===== src/hdl/frc_pkg.sv =====
// Package with shared constants and types of the framed byte receiver.
package frc_pkg;

    // Default frame length in bytes, counting the end marker.
    localparam int FRAME_LEN_DEF = 5;

    // Configuration register indexes.
    localparam int CFG_IDX_W = 2;
    typedef logic [CFG_IDX_W-1:0] t_cfg_idx;
    localparam t_cfg_idx CFG_END_MARKER = 2'd0;
    localparam t_cfg_idx CFG_ANGLE_MASK = 2'd1;
    localparam t_cfg_idx CFG_OMEGA_MASK = 2'd2;

    // Register values after reset.
    localparam logic [7:0] END_MARKER_RST = 8'd10;
    localparam logic [7:0] ANGLE_MASK_RST = 8'd1;
    localparam logic [7:0] OMEGA_MASK_RST = 8'd2;
    localparam logic [7:0] XOR_SEED       = 8'd1;

    // Scaling: floor(b*600/255) = floor(b*40/17). The division by 17 is a
    // multiplication by ceil(2^18/17), exact for products below 10201.
    localparam int         RECIP_SHIFT = 18;
    localparam logic [13:0] RECIP_17   = 14'd15421;

    typedef logic signed [10:0] t_tenths;

endpackage


===== src/hdl/frc_cell.sv =====
// One byte cell of the frame shift line.
module frc_cell (
    input  logic       i_clk,
    input  logic       i_shift,
    input  logic [7:0] i_data,
    output logic [7:0] o_data
);

    logic [7:0] r_data;
    logic [7:0] n_data;

    always_comb begin
        n_data = i_shift ? i_data : r_data;
    end

    always_ff @(posedge i_clk) begin
        r_data <= n_data;
    end

    assign o_data = r_data;

endmodule


===== src/hdl/frc_scale.sv =====
// Scales one byte to signed tenths, floor(b*600/255), with optional negation.
module frc_scale (
    input  logic            i_byte,
    input  logic [7:0]      i_value,
    input  logic            i_negate,
    output frc_pkg::t_tenths o_tenths
);

    logic [13:0] times40;
    logic [27:0] product;
    logic [9:0]  quotient;
    logic [10:0] magnitude;

    // The i_byte strobe only qualifies the result; idle inputs give zero.
    always_comb begin
        times40   = {1'b0, i_value, 5'b0} + {3'b0, i_value, 3'b0};
        product   = times40 * frc_pkg::RECIP_17;
        quotient  = product[frc_pkg::RECIP_SHIFT +: 10];
        magnitude = i_byte ? {1'b0, quotient} : 11'd0;
        o_tenths  = i_negate ? frc_pkg::t_tenths'(11'd0 - magnitude)
                             : frc_pkg::t_tenths'(magnitude);
    end

endmodule


===== src/hdl/xor_checked_frame_receiver_unit.sv =====
// Top level of the end-marker framed receiver with XOR check byte.
// Throughput: one received byte item per cycle, back to back, while the
// capture stage can move on, else o_ready is low. A good frame is captured
// at its end marker, then passes the scaling multipliers into the output
// register. Reset (synchronous, active low) restores the registers to their
// defaults, empties the pipeline, zeroes the byte count and seeds the XOR.
module xor_checked_frame_receiver_unit #(
    parameter int FRAME_LEN = frc_pkg::FRAME_LEN_DEF
) (
    input  logic                    i_clk,
    input  logic                    i_rst_n,
    // Received byte channel.
    input  logic                    i_valid,
    output logic                    o_ready,
    input  logic [7:0]              i_rx_byte,
    // Result channel.
    output logic                    o_valid,
    input  logic                    i_ready,
    output logic [7:0]              o_status_byte,
    output frc_pkg::t_tenths        o_angle_tenths,
    output frc_pkg::t_tenths        o_omega_tenths,
    // Configuration write channel.
    input  logic                    i_cfg_valid,
    output logic                    o_cfg_ready,
    input  frc_pkg::t_cfg_idx       i_cfg_index,
    input  logic [7:0]              i_cfg_data
);

    // The frame is held in a shift line of FRAME_LEN-1 byte cells. Cell 0 holds
    // the newest byte, so once a full frame is in, cell 0 is the check byte and
    // the last cell is the status byte.
    localparam int STORE_LEN = FRAME_LEN - 1;
    localparam int CW        = $clog2(FRAME_LEN + 1);
    localparam logic [CW-1:0] CNT_STORE = CW'(STORE_LEN);
    localparam logic [CW-1:0] CNT_PAY   = CW'(STORE_LEN - 1);
    localparam logic [CW-1:0] CNT_MAX   = CW'(FRAME_LEN);

    // Configuration registers. Writes are always taken.
    logic [7:0] r_end_marker, n_end_marker;
    logic [7:0] r_angle_mask, n_angle_mask;
    logic [7:0] r_omega_mask, n_omega_mask;

    assign o_cfg_ready = 1'b1;

    always_comb begin
        n_end_marker = r_end_marker;
        n_angle_mask = r_angle_mask;
        n_omega_mask = r_omega_mask;
        if (i_cfg_valid) begin
            case (i_cfg_index)
                frc_pkg::CFG_END_MARKER: n_end_marker = i_cfg_data;
                frc_pkg::CFG_ANGLE_MASK: n_angle_mask = i_cfg_data;
                frc_pkg::CFG_OMEGA_MASK: n_omega_mask = i_cfg_data;
                default: ;
            endcase
        end
    end

    always_ff @(posedge i_clk) begin
        if (!i_rst_n) begin
            r_end_marker <= frc_pkg::END_MARKER_RST;
            r_angle_mask <= frc_pkg::ANGLE_MASK_RST;
            r_omega_mask <= frc_pkg::OMEGA_MASK_RST;
        end else begin
            r_end_marker <= n_end_marker;
            r_angle_mask <= n_angle_mask;
            r_omega_mask <= n_omega_mask;
        end
    end

    // Handshake and pipeline control. The capture stage moves on whenever the
    // output register is empty or its item is being taken.
    logic r_s1_valid, n_s1_valid;
    logic r_out_valid, n_out_valid;
    logic s1_adv;
    logic in_accept;
    logic is_marker;
    logic frame_ok;
    logic shift_en;

    assign s1_adv    = r_s1_valid && (!r_out_valid || i_ready);
    assign o_ready   = !r_s1_valid || s1_adv;
    assign in_accept = i_valid && o_ready;
    assign is_marker = (i_rx_byte == r_end_marker);

    // Byte count and running XOR.
    logic [CW-1:0] r_count, n_count;
    logic [7:0]    r_xor, n_xor;

    // The shift line only takes bytes while the frame is not yet full, so the
    // bytes past the check byte of an overlong frame are never stored.
    assign shift_en = in_accept && !is_marker && (r_count < CNT_STORE);

    logic [7:0] cell_q [STORE_LEN];

    genvar g;
    generate
        for (g = 0; g < STORE_LEN; g++) begin : g_cell
            if (g == 0) begin : g_head
                frc_cell u_cell (
                    .i_clk  (i_clk),
                    .i_shift(shift_en),
                    .i_data (i_rx_byte),
                    .o_data (cell_q[g])
                );
            end else begin : g_body
                frc_cell u_cell (
                    .i_clk  (i_clk),
                    .i_shift(shift_en),
                    .i_data (cell_q[g-1]),
                    .o_data (cell_q[g])
                );
            end
        end
    endgenerate

    assign frame_ok = (r_count == CNT_STORE) && (r_xor == cell_q[0]);

    always_comb begin
        n_count = r_count;
        n_xor   = r_xor;
        if (in_accept) begin
            if (is_marker) begin
                n_count = '0;
                n_xor   = frc_pkg::XOR_SEED;
            end else begin
                // Payload bytes fold into the XOR; the check byte does not.
                if (r_count < CNT_PAY) begin
                    n_xor = r_xor ^ i_rx_byte;
                end
                if (r_count < CNT_MAX) begin
                    n_count = r_count + CW'(1);
                end
            end
        end
    end

    // Capture stage: the three frame bytes and their sign decisions.
    logic [7:0] r_s1_status, r_s1_b1, r_s1_b2;
    logic       r_s1_neg_a, r_s1_neg_o;
    logic       capture;

    assign capture = in_accept && is_marker && frame_ok;

    always_comb begin
        n_s1_valid = r_s1_valid;
        if (capture) begin
            n_s1_valid = 1'b1;
        end else if (s1_adv) begin
            n_s1_valid = 1'b0;
        end
        n_out_valid = r_out_valid;
        if (s1_adv) begin
            n_out_valid = 1'b1;
        end else if (i_ready) begin
            n_out_valid = 1'b0;
        end
    end

    always_ff @(posedge i_clk) begin
        if (!i_rst_n) begin
            r_count     <= '0;
            r_xor       <= frc_pkg::XOR_SEED;
            r_s1_valid  <= 1'b0;
            r_out_valid <= 1'b0;
        end else begin
            r_count     <= n_count;
            r_xor       <= n_xor;
            r_s1_valid  <= n_s1_valid;
            r_out_valid <= n_out_valid;
        end
    end

    always_ff @(posedge i_clk) begin
        if (capture) begin
            r_s1_status <= cell_q[STORE_LEN-1];
            r_s1_b1     <= cell_q[STORE_LEN-2];
            r_s1_b2     <= cell_q[STORE_LEN-3];
            r_s1_neg_a  <= |(cell_q[STORE_LEN-1] & r_angle_mask);
            r_s1_neg_o  <= |(cell_q[STORE_LEN-1] & r_omega_mask);
        end
    end

    // Scaling stage: one multiplier per value, registered into the output.
    frc_pkg::t_tenths angle_d, omega_d;

    frc_scale u_scale_angle (
        .i_byte  (r_s1_valid),
        .i_value (r_s1_b1),
        .i_negate(r_s1_neg_a),
        .o_tenths(angle_d)
    );

    frc_scale u_scale_omega (
        .i_byte  (r_s1_valid),
        .i_value (r_s1_b2),
        .i_negate(r_s1_neg_o),
        .o_tenths(omega_d)
    );

    logic [7:0]       r_out_status;
    frc_pkg::t_tenths r_out_angle, r_out_omega;

    always_ff @(posedge i_clk) begin
        if (s1_adv) begin
            r_out_status <= r_s1_status;
            r_out_angle  <= angle_d;
            r_out_omega  <= omega_d;
        end
    end

    assign o_valid        = r_out_valid;
    assign o_status_byte  = r_out_status;
    assign o_angle_tenths = r_out_angle;
    assign o_omega_tenths = r_out_omega;

endmodule


===== config.mk =====
export PLATFORM = sky130hd
export DESIGN_NAME = xor_checked_frame_receiver_unit
export DESIGN_NICKNAME = d
export VERILOG_FILES = /design/src/hdl/frc_pkg.sv /design/src/hdl/frc_cell.sv /design/src/hdl/frc_scale.sv /design/src/hdl/xor_checked_frame_receiver_unit.sv
export SDC_FILE = /design/constraint.sdc
export NUM_CORES = 1
export LEC_CHECK = 0
export BUFFER_PORTS_ARGS = -buffer_cell sky130_fd_sc_hd__buf_2
export CORE_ASPECT_RATIO = 0.6
export CORE_MARGIN = 2
export CORE_UTILIZATION = 29
export CTS_BUF_LIST = sky130_fd_sc_hd__clkbuf_8
export DETAILED_ROUTE_END_ITERATION = 7
export MAX_ROUTING_LAYER = met4
export PLACE_DENSITY = 0.46
export SYNTH_ARGS = -nofsm -noshare
export SYNTH_HDL_FRONTEND = slang
export SYNTH_SLANG_ARGS = --single-unit

===== constraint.sdc =====
create_clock -name i_clk -period 9.3 [get_ports i_clk]
set_input_delay 1.86 -clock i_clk [delete_from_list [all_inputs] [get_ports i_clk]]
set_output_delay 1.86 -clock i_clk [all_outputs]
set_load 0.01 [all_outputs]

* Word level (Yosys, flattened, before mapping) *
Cells that the tools add are included.

storage, ports and cells
  word-level logic and storage cells = 73
  input bits = 23
  output and inout port bits = 33
  register bits after elaboration = 125

operators by class
  muxes and demuxes = 12
  reduce and logical (&&, ||, !) cells = 24
  equal/unequal tests = 5
  bitwise operators = 3
  add/sub/neg operators = 5
  order comparisons = 3
  multiply operators = 2

operator list
  cell                      count
  $mul A14 B14 Y28 const B  2
  $add A13 B11 Y14          2
  $mux W11                  2
  $sub A1 B11 Y11 const A   2
  $mux W10                  2
  $and A8 B8 Y8             2
  $eq A8 B8 Y1              2
  $mux W8                   2
  $reduce_or A8 Y1          2
  $reduce_and A2 Y1         5
  $reduce_bool A2 Y1        4
  $xor A8 B8 Y8             1
  $logic_and A1 B1 Y1       7
  $lt A3 B3 Y1 const B      2
  $mux W3                   2
  $mux W1                   4
  $add A3 B1 Y3 const B     1
  $eq A3 B3 Y1 const B      1
  $logic_not A1 Y1          3
  $lt A3 B2 Y1 const B      1
  $eq A2 B1 Y1 const B      1
  $eq A2 B2 Y1 const B      1
  $logic_not A2 Y1          1
  $logic_or A1 B1 Y1        2

* Longest topological paths before layout *
  word-level depth = 8
  mapped depth = 31
  gate-level depth less buffers = 31

* Modules after synthesis *
A second synthesis with hierarchy kept.

second synthesis, totals
  cells, all modules = 1096
  area total of the unflattened synthesis = 11613.6 µm²

by module, submodules not included
  module                           area an instance (µm²)  times used  cells an instance  seq. area each (µm²)
  xor_checked_frame_receiver_unit  3612.2                  1           263                2422.3
  frc_scale (u_scale_omega)        3537.1                  1           414                0.0
  frc_scale (u_scale_angle)        3503.4                  1           387                0.0
  frc_cell                         240.2                   4           8                  240.2

* Worst setup path before layout *
Ideal clock, no wire load.

  kind = register -> register
  start point = reg r_s1_b1[0]
  end point = reg r_out_angle[9] (netlist: o_angle_tenths[9]), data pin
  stages on the path, launching flop included = 25
  clock period less this slack = 7.063 ns
  data required time = 9.026 ns
  arrival = 6.789 ns
  buffers on the path = 0
  setup slack = 2.237 ns
  library setup time = 0.274 ns
  cells stage by stage = edfxtp_1 ha_1 inv_1 fa_1 xnor2_1 inv_1 fa_1 fa_1 inv_1 fa_1 fa_1 inv_1 fa_1 inv_1 ha_1 ha_1 a21oi_2 o21ai_1 a221o_1 and2_4 nor3_1 mux2i_1 a21oi_1 o41ai_1 xor2_1

on the way
  longest elaborated chain between the ends = 5

ends and longest elaborated chain
  item                    RTL line                                source
  from (decl)             xor_checked_frame_receiver_unit.sv:139  logic [7:0] r_s1_status, r_s1_b1, r_s1_b2;
  from (signal assigned)  xor_checked_frame_receiver_unit.sv:177  r_s1_b1 <= cell_q[STORE_LEN-2];
  $add A13 B11 Y14 *      frc_scale.sv:16                         times40 = {1'b0, i_value, 5'b0} + {3'b0, i_value, 3'b0};
  $mul A14 B14 Y28 *      frc_scale.sv:17                         product = times40 * frc_pkg::RECIP_17;
  $mux W10 *              frc_scale.sv:19                         magnitude = i_byte ? {1'b0, quotient} : 11'd0;
  $sub A1 B11 Y11         frc_scale.sv:20                         o_tenths = i_negate ? frc_pkg::t_tenths'(11'd0 - magnitude)
  $mux W11 *              frc_scale.sv:20
  named net angle_d[9]    xor_checked_frame_receiver_unit.sv:185  frc_pkg::t_tenths angle_d, omega_d;
  to (signal assigned)    xor_checked_frame_receiver_unit.sv:207  r_out_angle <= angle_d;
  to (decl)               xor_checked_frame_receiver_unit.sv:202  frc_pkg::t_tenths r_out_angle, r_out_omega;

Mark *: on every way through the listed nets, which the timed path passes. The rest lies on a longest branch.
A chain may end at the register's enable or synchronous reset.

* Worst setup path after layout *
Same ends and word-level chain as after synthesis.

==> reports/results.ini <==
[status]
status=complete, no violations

[logic_synthesis]
synth_area_leaders=ha_1 (24%), edfxtp_1 (24%), fa_1 (11%)
synth_edf_count=88
syn_nets=1351
yosysTopAreaCell=ha_1
seq_area_frac_synth=0.304
ys_seq_elements=125
synth.top_cell.area_share=0.241
yosysUniqueCellTypes=60
syn_avg_cell_area_sq_um=10.6
syn_inst=1054
netlist_area_sq_um=11100
yosys_most_used_dff=edfxtp_1
yosys_warnings=0
async_flop_share=0

[cells_and_area]
drive_above_1_share=0.0976
diodes=0
fin_cells=1650
fillers=3887
layout.nets=1421
area_growth_pct=12.3

[critical_path]
slowest_stage=fa_1
cp_data_arrival_time_ns=8.09
cpPeakStageDelay_ns=0.58
path_cells=ha_1 -> inv_1 -> fa_1 -> xnor2_1 -> inv_1 -> fa_1 -> fa_1 -> inv_1 -> fa_1 -> fa_1 -> inv_1 -> fa_1 -> inv_1 -> ha_1 -> ha_1 -> a21oi_2 -> o21ai_1 -> a221o_1 -> and2_4 -> nor3_1 -> mux2i_1 -> a21oi_1 -> o41ai_1 -> xor2_1
path_class=register to register
start_kind=register
crit_top_cell=fa_1
r2r-start=r_s1_b1[0]
end_kind=register
cp-startpoint=r_s1_b1[0]
path_max_fanout=6
crit_required_ns=9.50

[placement]
io_buffer_count=54
dpl.cell_count=1618
place_hpwl_mm=22.5
place.gp.congestion=0.843

[worst_hold_path]
min-delay-path-class=register to register
worstHoldStart=r_s1_status[2]

[grt]
grt_pass1_vias=7629
grt_max_degree=33
track_usage=0.144
antenna_found_initial=0
overflow=0
grt_pass1_wl_mm=43.2

[route]
vias=7497
antenna_left=0
dr.pass1.iters=5
drt-wirelength-per-cell_microns=16.1
routed_wl_mm=26.6
routed_via_density=4.54
drt_iter0_markers=423
drc=0

[clocking]
ctsLongestPathBuffers=2
cts_tree=built
cts_made_buffers=17
cts.sinks=125
ctsResizeCount=0
cts-root-buf=clkbuf_8
htreeDepth=4
holdBufCountCts=0
worstSkewPairLatency_ns=0.48
post_cts.repair.setup_buffers=0
path_clk_slew_ns=0.10

[floorplan]
start_util=0.295
coreArea_sq_um=37700
rows=55
dieArea_sq_um=40000
die_w_microns=257
fp.dieH_microns=156
ios=56

[power]
irDropWorstVdd_v=0.0000838
combPwrFrac=0.039
pwr-share-clk=0.437
seq_power_share=0.524
p_leak_nw=6.05
p_sw_uw=287
p_int_uw=904
p_per_area_nw_per_um2=95.4
swShare=0.241

[timing]
tns_ns=0
post-route-period-util=0.848
finalMaxSlewViolations=0
fin_skew_ns=0.0238
tightest_slew_ns=0.999
setup_violations=0
rsz0062_at_grt=false
min_period_ns=7.89
slew_headroom=0.329
fmax_mhz=127
hold_violations=0

[job]
cap_viol_max_count=0

synthesized netlist by cell type, types with 3 or more instances:
cell type,instances
a211oi_1,4
a21o_1,30
a21oi_1,45
a22oi_1,9
a31oi_1,9
and3_1,3
clkbuf_1,12
dfxtp_1,37
edfxtp_1,88
fa_1,60
ha_1,214
inv_1,160
mux2_2,3
mux2i_1,30
nand2_1,58
nand2b_1,10
nand3_1,9
nand3b_1,3
nand4_1,11
nor2_1,33
nor2b_1,25
nor3_1,10
nor3b_1,4
nor4_1,4
o211ai_1,3
o21a_1,4
o21ai_0,31
o21bai_1,7
o31ai_1,6
xnor2_1,53
xor2_1,40
final timing paths:
check | endpoint | slack [ns] | depth (start not counted)
worst max-delay path | o_angle_tenths[9] | 1.41 | 24
worst min-delay path | o_status_byte[2] | 0.43 | 0
worst max register to register | o_angle_tenths[9] | 1.41 | 24
worst min register to register | o_status_byte[2] | 0.43 | 0
cell type report:
class / instances / area [sq um] / area share
Sequential cell: 125 / 3380 / 0.271
Clock inverter: 14 / 166 / 0.0133
Clock buffer: 18 / 248 / 0.0198
Tap cell: 513 / 642 / 0.0514
Multi-Input combinational cell: 755 / 7100 / 0.568
Timing Repair Buffer: 65 / 353 / 0.0282
Inverter: 160 / 601 / 0.0481
kinds of logic (layout without fill, tap and decap cells):
family	Yosys count	after routing	share of synthesized area
fa+ha+maj	274	274	0.349
simple gates	181	181	0.0810
buf+inv	174	257	0.0591
compound gates	173	173	0.103
flops	125	125	0.304
xor+xnor	93	93	0.0732
mux	33	33	0.0300
other cells	1	1	0.000337
critical path, delay by kind of cell (launching register included):
family,cells,cell delay (ns)
AO/OA/AOI/OAI,5,1.20
XOR/XNOR,2,0.64
adder cells (fa/ha/maj),9,3.98
buffers and inverters,5,0.40
flip-flops,1,0.48
multiplexers,1,0.30
AND/OR/NAND/NOR,2,0.60
power groups by stage:
stage          Clock (mW)  Sequential (mW)  Combinational [mW]
6_report            0.521            0.625              0.0461
5_1_grt             0.562            0.627              0.0515
3_5_place_dp            0            0.638              0.0461
3_3_place_gp            0            0.637              0.0459
4_1_cts             0.535            0.625              0.0464
2_1_floorplan           0            0.631              0.0303
layer usage:
metal	global-route usage	vias up	wire (microns)
li1	-	3794	-
met1	0.235	3562	16200
met2	0.177	127	9230
met3	0.0276	14	952
met4	0.0216	0	182
met5	-	-	0
sequential cells by signal, summed over array words and instances (netlist names), 8 cells and up:
register and flops:
r_s1_b2 8, r_s1_status 8, g_cell.g_head.u_cell.o_data 8, r_end_marker 8
g_cell.g_body.u_cell.o_data 24, o_omega_tenths 11, r_s1_b1 8, r_xor 8
o_angle_tenths 11, o_status_byte 8, r_angle_mask 8, r_omega_mask 8
stage by stage:
stage	setup slack (ns)	util	hold slack, ns	total power, mW	cell area [sq um]
after floorplan	2.24	-	0.400	0.662	11100
after global placement	1.45	0.320	0.405	0.683	12100
after detailed placement	1.39	0.320	0.413	0.684	12100
after CTS	1.35	0.331	0.432	1.21	12500
after global routing	0.797	0.331	0.443	1.24	12500
final	1.41	0.331	0.427	1.19	12500
placed cells by master (no fill, tap or decap), drive strengths merged, types with 10 or more instances in the layout:
master	synthesis	routed
clkbuf	12	18
nor2b	25	25
nand2b	10	10
a21oi	47	47
a21o	30	30
nand4	11	11
fa	60	60
edfxtp	88	88
nor3	10	10
nand2	58	58
mux2i	30	30
o21ai	33	33
ha	214	214
xnor2	53	53
buf	2	65
inv	160	167
nor2	33	33
xor2	40	40
dfxtp	37	37
Power figures use the tool's default switching activity.
